--- src/rtl/core/preemptive_priority_scheduler_top_assert.svh ---
// Assertion macros shared by the scheduler RTL.
// Each macro expects clk and arst_n in scope at the place of use.
`ifndef PREEMPTIVE_PRIORITY_SCHEDULER_TOP_ASSERT_SVH
`define PREEMPTIVE_PRIORITY_SCHEDULER_TOP_ASSERT_SVH
`ifndef SYNTHESIS
`define PPS_ASSERT_ALWAYS(lbl, cond) \
	lbl: assert property (@(posedge clk) disable iff (!arst_n) (cond)) \
		else $error("scheduler invariant violated");
`define PPS_ASSERT_IMPL(lbl, ante, cons) \
	lbl: assert property (@(posedge clk) disable iff (!arst_n) (ante) |-> (cons)) \
		else $error("scheduler implication violated");
`define PPS_ASSERT_NEXT(lbl, ante, cons) \
	lbl: assert property (@(posedge clk) disable iff (!arst_n) (ante) |=> (cons)) \
		else $error("scheduler sequence violated");
`else
`define PPS_ASSERT_ALWAYS(lbl, cond)
`define PPS_ASSERT_IMPL(lbl, ante, cons)
`define PPS_ASSERT_NEXT(lbl, ante, cons)
`endif
`endif

--- src/rtl/core/pps_pkg.sv ---
package pps_pkg;

	// Item kinds on the input channel.
	typedef enum logic [1:0] {
		KIND_CLEAR = 2'd0,
		KIND_LOAD  = 2'd1,
		KIND_SLICE = 2'd2
	} kind_t;

	localparam int TIME_W = 21;
	localparam int SUM_W  = 25;
	localparam int CNT_W  = 5;

	localparam logic [TIME_W-1:0] TIME_MAX = {TIME_W{1'b1}};
	localparam logic [SUM_W-1:0]  SUM_MAX  = {SUM_W{1'b1}};

	// One table entry as held in the slot memory. A slot is finished when its
	// remaining burst is zero; loads never store a zero burst.
	typedef struct packed {
		logic [3:0]  id;
		logic [15:0] arrival;
		logic [15:0] burst;
		logic [15:0] remaining;
		logic [15:0] prio;
	} slot_rec_t;

	typedef enum logic [4:0] {
		ST_IDLE   = 5'b00001,
		ST_SCAN   = 5'b00010,
		ST_PICK   = 5'b00100,
		ST_SETTLE = 5'b01000,
		ST_RESULT = 5'b10000
	} state_t;

endpackage

--- src/rtl/core/pps_ram.sv ---
module pps_ram #(
	parameter int WIDTH = 8,
	parameter int DEPTH = 16
) (
	input  logic                     clk,
	input  logic                     we,
	input  logic [$clog2(DEPTH)-1:0] waddr,
	input  logic [WIDTH-1:0]         wdata,
	input  logic [$clog2(DEPTH)-1:0] raddr,
	output logic [WIDTH-1:0]         rdata
);

	logic [WIDTH-1:0] mem [DEPTH];

	always_ff @(posedge clk) begin
		if (we) begin
			mem[waddr] <= wdata;
		end
		rdata <= mem[raddr];
	end

endmodule

--- src/rtl/core/preemptive_priority_scheduler_top.sv ---
// Flow: a load goes from idle to the result step, which moves its result into the output
// register. A slice scans the table with one read of the slot memory per loaded slot, picks
// the winner, settles a finishing task when a task runs, and hands over in the result step.
// Throughput: one item at a time; clear and unused kinds are handled in the idle state.
// Reset (arst_n low, asynchronous) empties the table and zeroes time, totals and counts.
// The slot memory needs no clearing pass: the fill count marks which slots are live.
`include "preemptive_priority_scheduler_top_assert.svh"
module preemptive_priority_scheduler_top #(
	parameter int MAX_TASKS = 16
) (
	input  logic        clk,
	input  logic        arst_n,
	input  logic        in_valid,
	output logic        in_ready,
	input  logic [1:0]  kind,
	input  logic [3:0]  task_id,
	input  logic [15:0] arrive_at,
	input  logic [15:0] burst_len,
	input  logic [15:0] priority_level,
	output logic        out_valid,
	input  logic        out_ready,
	output logic        ran_valid,
	output logic [3:0]  ran_task,
	output logic [20:0] time_now,
	output logic        finished,
	output logic [20:0] wait_of_finished,
	output logic [24:0] total_wait,
	output logic [4:0]  done_count,
	output logic        load_error
);

	import pps_pkg::*;

	localparam int AW = $clog2(MAX_TASKS);
	localparam int CW = $clog2(MAX_TASKS + 1);
	localparam int RW = $bits(slot_rec_t);

	// Control state. The table is filled from slot zero upward, so loaded_q
	// doubles as the valid mark for every slot.
	state_t              state_q;
	logic [CW-1:0]       loaded_q;
	logic [TIME_W-1:0]   time_q;
	logic [SUM_W-1:0]    sum_q;
	logic [CNT_W-1:0]    fin_cnt_q;

	// Scan pipeline: cnt_q issues reads, the _s1 stage tags returning data.
	logic [CW-1:0]       cnt_q;
	logic                rd_valid_s1;
	logic [AW-1:0]       rd_idx_s1;

	// Two running candidates. The "arrived" one is the most urgent slot that has
	// already arrived by the current time. The "earliest" one is ordered by
	// arrival, then priority, then slot; it wins only when nothing has arrived,
	// because then time jumps to its arrival and exactly its arrival group is
	// eligible.
	logic                have_a_q;
	logic [AW-1:0]       a_slot_q;
	slot_rec_t           a_rec_q;
	logic                have_e_q;
	logic [AW-1:0]       e_slot_q;
	slot_rec_t           e_rec_q;

	// Winner bookkeeping between the pick and the settle steps.
	logic [16:0]         win_used_q;
	logic                win_fin_q;

	// Result waiting to move into the output register.
	logic                res_ran_q;
	logic [3:0]          res_task_q;
	logic                res_fin_q;
	logic [TIME_W-1:0]   res_wait_q;
	logic                res_err_q;

	// Output register, so a finished result can wait while the next item is taken.
	logic                out_valid_q;
	logic                ran_valid_q;
	logic [3:0]          ran_task_q;
	logic [TIME_W-1:0]   time_now_q;
	logic                finished_q;
	logic [TIME_W-1:0]   wait_q;
	logic [SUM_W-1:0]    total_wait_q;
	logic [CNT_W-1:0]    done_count_q;
	logic                load_error_q;

	// Slot memory ports.
	logic                ram_we;
	logic [AW-1:0]       ram_waddr;
	slot_rec_t           ram_wdata;
	slot_rec_t           ram_rdata;
	logic [RW-1:0]       ram_rdata_raw;

	// Combinational helpers.
	logic                in_xfer;
	logic                table_full;
	logic                load_ok;
	logic                rd_unfinished;
	logic                rd_arrived;
	logic                take_a;
	logic                take_e;
	slot_rec_t           win_rec;
	logic [AW-1:0]       win_slot;
	logic [TIME_W-1:0]   t_base;
	logic [TIME_W-1:0]   t_next;
	logic [TIME_W-1:0]   used_ext;
	logic [TIME_W-1:0]   wait_calc;
	logic [SUM_W:0]      sum_ext;
	logic                out_free;

	pps_ram #(
		.WIDTH (RW),
		.DEPTH (MAX_TASKS)
	) u_slots (
		.clk   (clk),
		.we    (ram_we),
		.waddr (ram_waddr),
		.wdata (ram_wdata),
		.raddr (cnt_q[AW-1:0]),
		.rdata (ram_rdata_raw)
	);

	assign ram_rdata = slot_rec_t'(ram_rdata_raw);

	assign in_ready   = (state_q == ST_IDLE);
	assign in_xfer    = in_valid && in_ready;
	assign table_full = (loaded_q == CW'(MAX_TASKS));
	assign load_ok    = !table_full && (burst_len != 16'd0);
	assign out_free   = !out_valid_q || out_ready;

	// Candidate updates from the slot returning from memory this cycle.
	assign rd_unfinished = (ram_rdata.remaining != 16'd0);
	assign rd_arrived    = ({5'd0, ram_rdata.arrival} <= time_q);
	assign take_a = rd_valid_s1 && rd_unfinished && rd_arrived &&
		(!have_a_q || (ram_rdata.prio < a_rec_q.prio));
	assign take_e = rd_valid_s1 && rd_unfinished &&
		(!have_e_q || (ram_rdata.arrival < e_rec_q.arrival) ||
		((ram_rdata.arrival == e_rec_q.arrival) && (ram_rdata.prio < e_rec_q.prio)));

	// Winner and the time after its slice. When nothing has arrived the time
	// first jumps forward to the earliest arrival.
	assign win_rec  = have_a_q ? a_rec_q : e_rec_q;
	assign win_slot = have_a_q ? a_slot_q : e_slot_q;
	assign t_base   = have_a_q ? time_q : {5'd0, e_rec_q.arrival};
	assign t_next   = (t_base == TIME_MAX) ? t_base : t_base + 21'd1;

	// Waiting time is finish minus arrival minus burst, floored at zero.
	assign used_ext  = {4'd0, win_used_q};
	assign wait_calc = (time_q > used_ext) ? time_q - used_ext : '0;
	assign sum_ext   = {1'b0, sum_q} + {5'd0, wait_calc};

	// Memory writes: a new slot on an accepted load, the shorter remaining
	// burst when a slice is charged to the winner.
	always_comb begin
		ram_we    = 1'b0;
		ram_waddr = loaded_q[AW-1:0];
		ram_wdata = '0;
		case (state_q)
			ST_IDLE: begin
				ram_wdata.id        = task_id;
				ram_wdata.arrival   = arrive_at;
				ram_wdata.burst     = burst_len;
				ram_wdata.remaining = burst_len;
				ram_wdata.prio      = priority_level;
				ram_we = in_xfer && (kind_t'(kind) == KIND_LOAD) && load_ok;
			end
			ST_PICK: begin
				ram_waddr           = win_slot;
				ram_wdata           = win_rec;
				ram_wdata.remaining = win_rec.remaining - 16'd1;
				ram_we              = have_a_q || have_e_q;
			end
			default: begin
				ram_we = 1'b0;
			end
		endcase
	end

	always_ff @(posedge clk or negedge arst_n) begin
		if (!arst_n) begin
			state_q      <= ST_IDLE;
			loaded_q     <= '0;
			time_q       <= '0;
			sum_q        <= '0;
			fin_cnt_q    <= '0;
			cnt_q        <= '0;
			rd_valid_s1  <= 1'b0;
			rd_idx_s1    <= '0;
			have_a_q     <= 1'b0;
			have_e_q     <= 1'b0;
			a_slot_q     <= '0;
			e_slot_q     <= '0;
			a_rec_q      <= '0;
			e_rec_q      <= '0;
			win_used_q   <= '0;
			win_fin_q    <= 1'b0;
			res_ran_q    <= 1'b0;
			res_task_q   <= '0;
			res_fin_q    <= 1'b0;
			res_wait_q   <= '0;
			res_err_q    <= 1'b0;
			out_valid_q  <= 1'b0;
			ran_valid_q  <= 1'b0;
			ran_task_q   <= '0;
			time_now_q   <= '0;
			finished_q   <= 1'b0;
			wait_q       <= '0;
			total_wait_q <= '0;
			done_count_q <= '0;
			load_error_q <= 1'b0;
		end else begin
			// The result step below sets valid again itself when it hands over.
			if (out_valid_q && out_ready && (state_q != ST_RESULT)) begin
				out_valid_q <= 1'b0;
			end

			case (state_q)
				ST_IDLE: begin
					if (in_xfer) begin
						case (kind_t'(kind))
							KIND_CLEAR: begin
								loaded_q  <= '0;
								time_q    <= '0;
								sum_q     <= '0;
								fin_cnt_q <= '0;
								cnt_q     <= '0;
							end
							KIND_LOAD: begin
								res_ran_q  <= 1'b0;
								res_task_q <= '0;
								res_fin_q  <= 1'b0;
								res_wait_q <= '0;
								res_err_q  <= !load_ok;
								if (load_ok) begin
									loaded_q <= loaded_q + CW'(1);
								end
								state_q <= ST_RESULT;
							end
							KIND_SLICE: begin
								cnt_q    <= '0;
								have_a_q <= 1'b0;
								have_e_q <= 1'b0;
								state_q  <= ST_SCAN;
							end
							default: begin
								state_q <= ST_IDLE;
							end
						endcase
					end
				end

				ST_SCAN: begin
					rd_valid_s1 <= (cnt_q < loaded_q);
					rd_idx_s1   <= cnt_q[AW-1:0];
					if (cnt_q < loaded_q) begin
						cnt_q <= cnt_q + CW'(1);
					end
					if (take_a) begin
						have_a_q <= 1'b1;
						a_slot_q <= rd_idx_s1;
						a_rec_q  <= ram_rdata;
					end
					if (take_e) begin
						have_e_q <= 1'b1;
						e_slot_q <= rd_idx_s1;
						e_rec_q  <= ram_rdata;
					end
					if ((cnt_q == loaded_q) && !rd_valid_s1) begin
						state_q <= ST_PICK;
					end
				end

				ST_PICK: begin
					res_err_q  <= 1'b0;
					res_fin_q  <= 1'b0;
					res_wait_q <= '0;
					if (have_a_q || have_e_q) begin
						time_q     <= t_next;
						win_used_q <= {1'b0, win_rec.arrival} + {1'b0, win_rec.burst};
						win_fin_q  <= (win_rec.remaining == 16'd1);
						res_ran_q  <= 1'b1;
						res_task_q <= win_rec.id;
						state_q    <= ST_SETTLE;
					end else begin
						res_ran_q  <= 1'b0;
						res_task_q <= '0;
						state_q    <= ST_RESULT;
					end
				end

				ST_SETTLE: begin
					if (win_fin_q) begin
						res_fin_q  <= 1'b1;
						res_wait_q <= wait_calc;
						sum_q      <= (sum_ext > {1'b0, SUM_MAX}) ? SUM_MAX : sum_ext[SUM_W-1:0];
						fin_cnt_q  <= fin_cnt_q + CNT_W'(1);
					end
					state_q <= ST_RESULT;
				end

				ST_RESULT: begin
					if (out_free) begin
						out_valid_q  <= 1'b1;
						ran_valid_q  <= res_ran_q;
						ran_task_q   <= res_task_q;
						time_now_q   <= time_q;
						finished_q   <= res_fin_q;
						wait_q       <= res_wait_q;
						total_wait_q <= sum_q;
						done_count_q <= fin_cnt_q;
						load_error_q <= res_err_q;
						state_q      <= ST_IDLE;
					end
				end

				default: begin
					state_q <= ST_IDLE;
				end
			endcase
		end
	end

	assign out_valid        = out_valid_q;
	assign ran_valid        = ran_valid_q;
	assign ran_task         = ran_task_q;
	assign time_now         = time_now_q;
	assign finished         = finished_q;
	assign wait_of_finished = wait_q;
	assign total_wait       = total_wait_q;
	assign done_count       = done_count_q;
	assign load_error       = load_error_q;

	// The fill count never runs past the table, and the scan never issues beyond it.
	`PPS_ASSERT_ALWAYS(a_fill_bound, (loaded_q <= CW'(MAX_TASKS)) && (cnt_q <= loaded_q))
	// An arrived candidate really has arrived when the winner is picked.
	`PPS_ASSERT_IMPL(a_pick_arrived, (state_q == ST_PICK) && have_a_q, {5'd0, a_rec_q.arrival} <= time_q)
	// Time only moves forward while an item is at work.
	`PPS_ASSERT_NEXT(a_time_forward, state_q != ST_IDLE, time_q >= $past(time_q))
	// A completion is only reported for a slice that ran a task, and never with a load error.
	`PPS_ASSERT_IMPL(a_finish_ran, out_valid_q && finished_q, ran_valid_q && !load_error_q)

endmodule
--- config.mk ---
export PLATFORM = sky130hd
export DESIGN_NAME = preemptive_priority_scheduler_top
export DESIGN_NICKNAME = d
export VERILOG_FILES = /design/src/rtl/core/pps_pkg.sv /design/src/rtl/core/pps_ram.sv /design/src/rtl/core/preemptive_priority_scheduler_top.sv
export VERILOG_INCLUDE_DIRS = /design/src /design/src/rtl/core
export SDC_FILE = /design/constraint.sdc
export NUM_CORES = 2
export LEC_CHECK = 0
export ABC_AREA = 0
export BUFFER_PORTS_ARGS = -buffer_cell sky130_fd_sc_hd__buf_4
export CAP_MARGIN = 30
export CORE_MARGIN = 5
export CORE_UTILIZATION = 50
export DETAILED_ROUTE_END_ITERATION = 10
export HOLD_SLACK_MARGIN = 0.08
export PLACE_DENSITY_LB_ADDON = 0.1
export SYNTH_ARGS = -nofsm -noshare
export SYNTH_HDL_FRONTEND = slang
export SYNTH_SLANG_ARGS = --single-unit
--- constraint.sdc ---
create_clock -name clk -period 14.7 [get_ports clk]
set_input_delay 3.675 -clock clk [delete_from_list [all_inputs] [get_ports clk]]
set_output_delay 3.675 -clock clk [all_outputs]
set_load 0.05 [all_outputs]
**After elaboration in Yosys (flattened, before gate mapping)**

Memories as Yosys holds them, arrays and structs flattened. A register that Yosys moved wholly into a read port is not among the register bits.
Cells that the tools add are included.

- Add/sub/neg operators: 8
- Magnitude comparators: 7
- Eq/ne operators: 27
- Mux-type cells: 61
- Reduce and logical (&&, ||, !) cells: 45

Operator list:

| operator | count |
|---|---|
| $mux W21 | 9 |
| $pmux W68 S2 | 1 |
| $mux W25 | 4 |
| $mux W68 | 1 |
| $pmux W21 S3 | 1 |
| $mux W5 | 11 |
| $pmux W25 S2 | 1 |
| $lt A16 B16 Y1 | 3 |
| $pmux W21 S2 | 1 |
| $reduce_and A4 Y1 | 8 |
| $reduce_bool A16 Y1 | 2 |
| $pmux W5 S2 | 3 |
| $add A25 B21 Y26 | 1 |
| $gt A26 B25 Y1 const B | 1 |
| $pmux W5 S5 | 1 |
| $add A21 B1 Y21 const B | 1 |
| $eq A21 B21 Y1 const B | 1 |
| $gt A21 B17 Y1 | 1 |
| $le A16 B21 Y1 | 1 |
| $sub A21 B17 Y21 | 1 |
| $mux W4 | 5 |
| $ne A2 B2 Y1 const B | 10 |
| $add A16 B16 Y17 | 1 |
| $eq A16 B1 Y1 const B | 1 |
| 28 further kinds | 78 |

- Flip-flop bits (word level): 343
- Memory bits (writable): 1088
- Bits of input ports: 58
- Output and inout port bits: 81
- Logic and storage cells: 187
- Memories: 1

Memories:

| memory | words | width | read ports | clocked after Yosys merged registers in | wr ports | RTL line | RTL |
|---|---|---|---|---|---|---|---|
| u_slots.mem | 16 | 68 | 1 | 1 | 1 | pps_ram.sv:13 | `logic [WIDTH-1:0] mem [DEPTH];` |

**Longest topological paths before layout**

- Depth after elaboration: 7
- Gate-level depth with buffers: 27
- Depth with buffers taken out: 22

**Hierarchy**

Synthesis repeated with hierarchy kept, for this count alone.

- Cells, all modules: 3922
- Area, all modules: 63299.5 um2

Modules (own cells, without submodules):

| module | instances | cells each | area an instance (um2) | sequential area each (um2) |
|---|---|---|---|---|
| pps_ram | 1 | 1750 | 41982.8 | 34032.6 |
| preemptive_priority_scheduler_top | 1 | 2172 | 21316.7 | 8584.5 |

**Least setup slack after synthesis**

OpenSTA, ideal clock, no wires.

- Kind: in2reg
- Start: input burst_len[9]
- End: memory u_slots.mem[2][0] (netlist name) (enable)
- Library setup time: 0.494 ns
- Arrival: 7.523 ns
- Required time: 14.206 ns
- Slack: 6.683 ns
- Cell stages on the path: 8
- Buffers on the path: 0
- Cell sequence: nor4_1 > and4_1 > a41oi_1 > and4_1 > nor2_1 > nor2b_1 > nand2_1 > nor2_1

- Cells in the longest elaborated chain, start to end: 6

RTL lines:

| element | RTL line | RTL |
|---|---|---|
| from (decl) | preemptive_priority_scheduler_top.sv:18 | `input logic [15:0] burst_len,` |
| $reduce_bool A16 Y1 | preemptive_priority_scheduler_top.sv:126 | `assign load_ok = !table_full && (burst_len != 16'd0);` |
| $logic_and A1 B1 Y1 | preemptive_priority_scheduler_top.sv:126 |  |
| $logic_and A1 B1 Y1 | preemptive_priority_scheduler_top.sv:163 | `ram_we = in_xfer && (kind_t'(kind) == KIND_LOAD) && load_ok;` |
| $pmux W1 S2 | preemptive_priority_scheduler_top.sv:156 | `case (state_q)` |
| $mux W1 | pps_ram.sv:16 | `if (we) begin` |
| $mux W1 (implied by the code) | pps_ram.sv:17 | `mem[waddr] <= wdata;` |
| to (decl) | pps_ram.sv:13 |  |

Every way passes these cells.

**Final worst setup path**

- Start: input burst_len[5]
- End: memory u_slots.mem[3][25] (netlist name) (enable)

Same word-level chain as after synthesis.

==> impl_metrics.yaml <==
status:
  status: "completed"
die:
  dieArea_um2: 133000
  initial_core_util_pct: 50.2
  fp.dieH_um: 365
  ios: 139
  fp.dieW_um: 365
  rows: 130
  core-area_um2: 125000
synth:
  synth_cell_types: 100
  synthCells: 3792
  synth_edf_count: 1088
  synthesis.area_um2: 63000
  ys_async_sr_fraction_pct: 22.9
  synth-seq-cells: 1499
  syn-num-nets: 3973
  yosysWarnings: 0
  avgSynthCellArea_um2: 16.6
  seq_area_frac_synth_pct: 67.6
  synthFlopType: "edfxtp_1"
place:
  place_area_um2: 66300
  gp_congestion: 0.864
  pre_cts_slack_ps: 7020
  portBuffers: 138
  dpl.hpwl_um: 103000
  dp_cells: 5482
global_routing:
  grt_max_degree: 98
  track_usage_pct: 23.9
  grt_pass1_vias: 34500
  grt_pass1_wl_um: 233000
  antenna_found_initial: 10
  grt.overflow.total: 0
clock_network:
  cts_hold_buf: 0
  cts.repair.resized: 0
  cts_tree: "built"
  cts_sinks: 1499
  clockBufferDepth: 3
  cts_root_buffer: "clkbuf_16"
  ctsHtreeMaxLevel: 4
  postCtsSetupBuffers: 0
  clk_latency_ps: 770
  numCtsBuffers: 157
  clk_pin_slew_ps: 60
worst_setup_path:
  crit_path_end_kind: "flop"
  critPathKind: "in -> reg"
  start_kind: "input port"
  path_cells: "buf_4 > nor4_1 > and4_1 > a41oi_1 > and4_1 > nor2_1 > nor2_1 > nand2_1 > nor2_4 > buf_4"
  arrival_ps: 7220
  cp_top_family: "simple AND/OR/NAND/NOR gates"
  rr_worst_depth: 19
  critPathMaxStageDelay_ps: 830
  cp_num_buf_inv: 2
  cp_max_fo: 43
  crit_slowest_cell: "buf_4"
  required_ps: 15080
  reg2reg_to: "sum_q[9]$_DFFE_PN0P_"
  timing.rr.start: "time_q[16]$_DFFE_PN0P_"
  r2r_slack_ps: 8630
hold_path:
  holdCritStartpoint: "res_fin_q$_DFFE_PN0P_"
  whs_endpoint: "res_fin_q$_DFFE_PN0P_"
  min_path_type: "reg -> reg"
  min_path_cells: 2
detailed_routing:
  drc_errors: 0
  viasPerCell: 5.99
  drt-total-wl_um: 158000
  drt_iter0_drc: 3337
  ant_nets: 0
  vias: 34600
  first_pass_iters: 7
  wl_per_cell_um: 27.3
finish:
  final_cells: 5780
  area_delta_synth_final_pct: 13.5
  final_cell_mix: "edfxtp_1 (1088), mux4_2 (340), dfrtp_1 (337)"
  drive_gt1_share_pct: 25.8
  fillers: 9682
  final_common_cell: "edfxtp_1"
  fin_nets: 4177
  design_area_um2: 71500
power:
  finalPower_w: 0.00840
  p_leak_nw: 24.1
  cellPowerDensity_nw_per_um2: 117
  vdd_drop_max_uv: 110
sta:
  finalClockSkew_ps: 53.4
  setup_slack_ps: 7860
  slew_headroom_pct: 30.3
  worst_slew_pin_slew_ps: 1050
  rsz0062_at_grt: "false"
  finalSetupViolCount: 0
  fmax_mhz: 146
  finalCritPeriodShare_pct: 46.5
  finalCriticalPeriod_ps: 6840
  hold_viol: 0
  setup-tns-final_ps: 0
  maxSlewViolCount: 0
run:
  cap_viol_max_count: 0
==> worst reg2reg max path, delay by kind of cell (launching register included) <==
family | cells | cell delay (ps)
and+or+nand+nor | 6 | 1670
adders and majority gates | 3 | 1010
DFF | 1 | 520
AOI/OAI and AO/OA | 10 | 2730
==> per-layer routing <==
metal  vias to the layer above  global-route usage, %  share of wire, %
met5                         -                      0                 0
met4                         0                   6.43               2.5
met3                       209                   5.83               8.1
met2                      1200                   36.0                45
met1                     18000                   35.4                44
li1                      15200                      -                 -
==> cell type report <==
| type | instances | area [um^2] | area share [%] |
|---|---|---|---|
| diodes | 4 | 10.0 | 0.0140 |
| well taps | 1650 | 2060 | 2.89 |
| clock inverters | 75 | 719 | 1.01 |
| clock buffers | 214 | 4380 | 6.12 |
| multi-input cells | 1980 | 19300 | 27.0 |
| flip-flops and latches | 1499 | 42600 | 59.6 |
| inverters | 122 | 458 | 0.640 |
| repair buffers | 236 | 1950 | 2.72 |
==> Yosys cell counts (5+ instances only) <==
cell type	instances	share of area, %
o31ai_1	14	0.17
and2_1	10	0.099
dfxtp_1	68	2.2
buf_1	44	0.26
buf_2	14	0.11
nor4_1	17	0.17
a22o_1	28	0.39
dfrtp_1	342	14
or3_1	5	0.050
a21o_1	43	0.51
a32o_1	7	0.11
o211ai_1	9	0.11
nor2b_1	21	0.21
nand3_1	36	0.29
inv_1	122	0.73
nor2_1	112	0.67
mux4_2	340	12
clkbuf_1	122	0.73
edfxtp_1	1088	52
nor3_1	28	0.22
a21oi_1	115	0.91
buf_4	6	0.071
mux2_2	186	3.3
nand2b_1	24	0.24
nand2_1	304	1.8
nand4_1	26	0.26
o22ai_1	7	0.070
xor2_1	28	0.39
nand3b_1	8	0.095
and4_1	12	0.17
o21ai_0	209	1.7
a211o_1	12	0.17
xnor2_1	46	0.64
o21a_1	14	0.17
a211oi_1	8	0.095
and3_1	11	0.11
mux2i_1	45	0.71
a31o_2	7	0.097
maj3_1	11	0.17
a31oi_1	20	0.20
ha_1	120	2.4
==> registers in the layout, indices dropped and copies added (netlist names), 4 cells and up <==
name,count
u_slots.rdata,68
e_slot_q,4
win_used_q,17
res_wait_q,21
total_wait,25
loaded_q,5
sum_q,25
a_rec_q,68
e_rec_q,68
state_q,5
done_count,5
rd_idx_s1,4
res_task_q,4
cnt_q,5
time_now,21
wait_of_finished,21
a_slot_q,4
ran_task,4
u_slots.mem,1088
fin_cnt_q,5
time_q,21
==> worst max-delay path by stage <==
stage                  from                           end  cells after the start
2_1_floorplan  burst_len[9]   u_slots.mem[2][0]$_DFFE_PP_                      8
3_3_place_gp   burst_len[3]  u_slots.mem[3][16]$_DFFE_PP_                     10
3_5_place_dp   burst_len[9]  u_slots.mem[3][16]$_DFFE_PP_                     10
4_1_cts        burst_len[5]  u_slots.mem[3][51]$_DFFE_PP_                     10
5_1_grt        burst_len[8]  u_slots.mem[3][45]$_DFFE_PP_                     10
6_report       burst_len[5]  u_slots.mem[3][25]$_DFFE_PP_                     10
==> report_power, final <==
part / leakage, nW / internal [W] / switching (W) / total, W
logic: 9.30 / 0.0000124 / 0.0000261 / 0.0000386
registers: 12.3 / 0.00449 / 0.00000000000000000000714 / 0.00449
clock network: 2.50 / 0.00223 / 0.00165 / 0.00388
total: 24.1 / 0.00673 / 0.00167 / 0.00840
==> kinds of logic after synthesis <==
kind of cell,Yosys count,share of synthesized area [%]
buffers and inverters,313,1.97
flip-flops,1499,67.6
adder cells (fa/ha/maj),138,2.72
XOR/XNOR,77,1.12
AO/OA/AOI/OAI,555,5.64
AND/OR/NAND/NOR,639,4.71
multiplexers,571,16.2
==> metrics by stage <==
stage               hold slack, ps  utilization, %
floorplan                      443               -
global placement               459            52.7
detailed placement             461            52.9
CTS                            475            56.9
global route                   483            57.0
finish                         471            57.0
No activity file was read; power rests on OpenSTA's default activity.
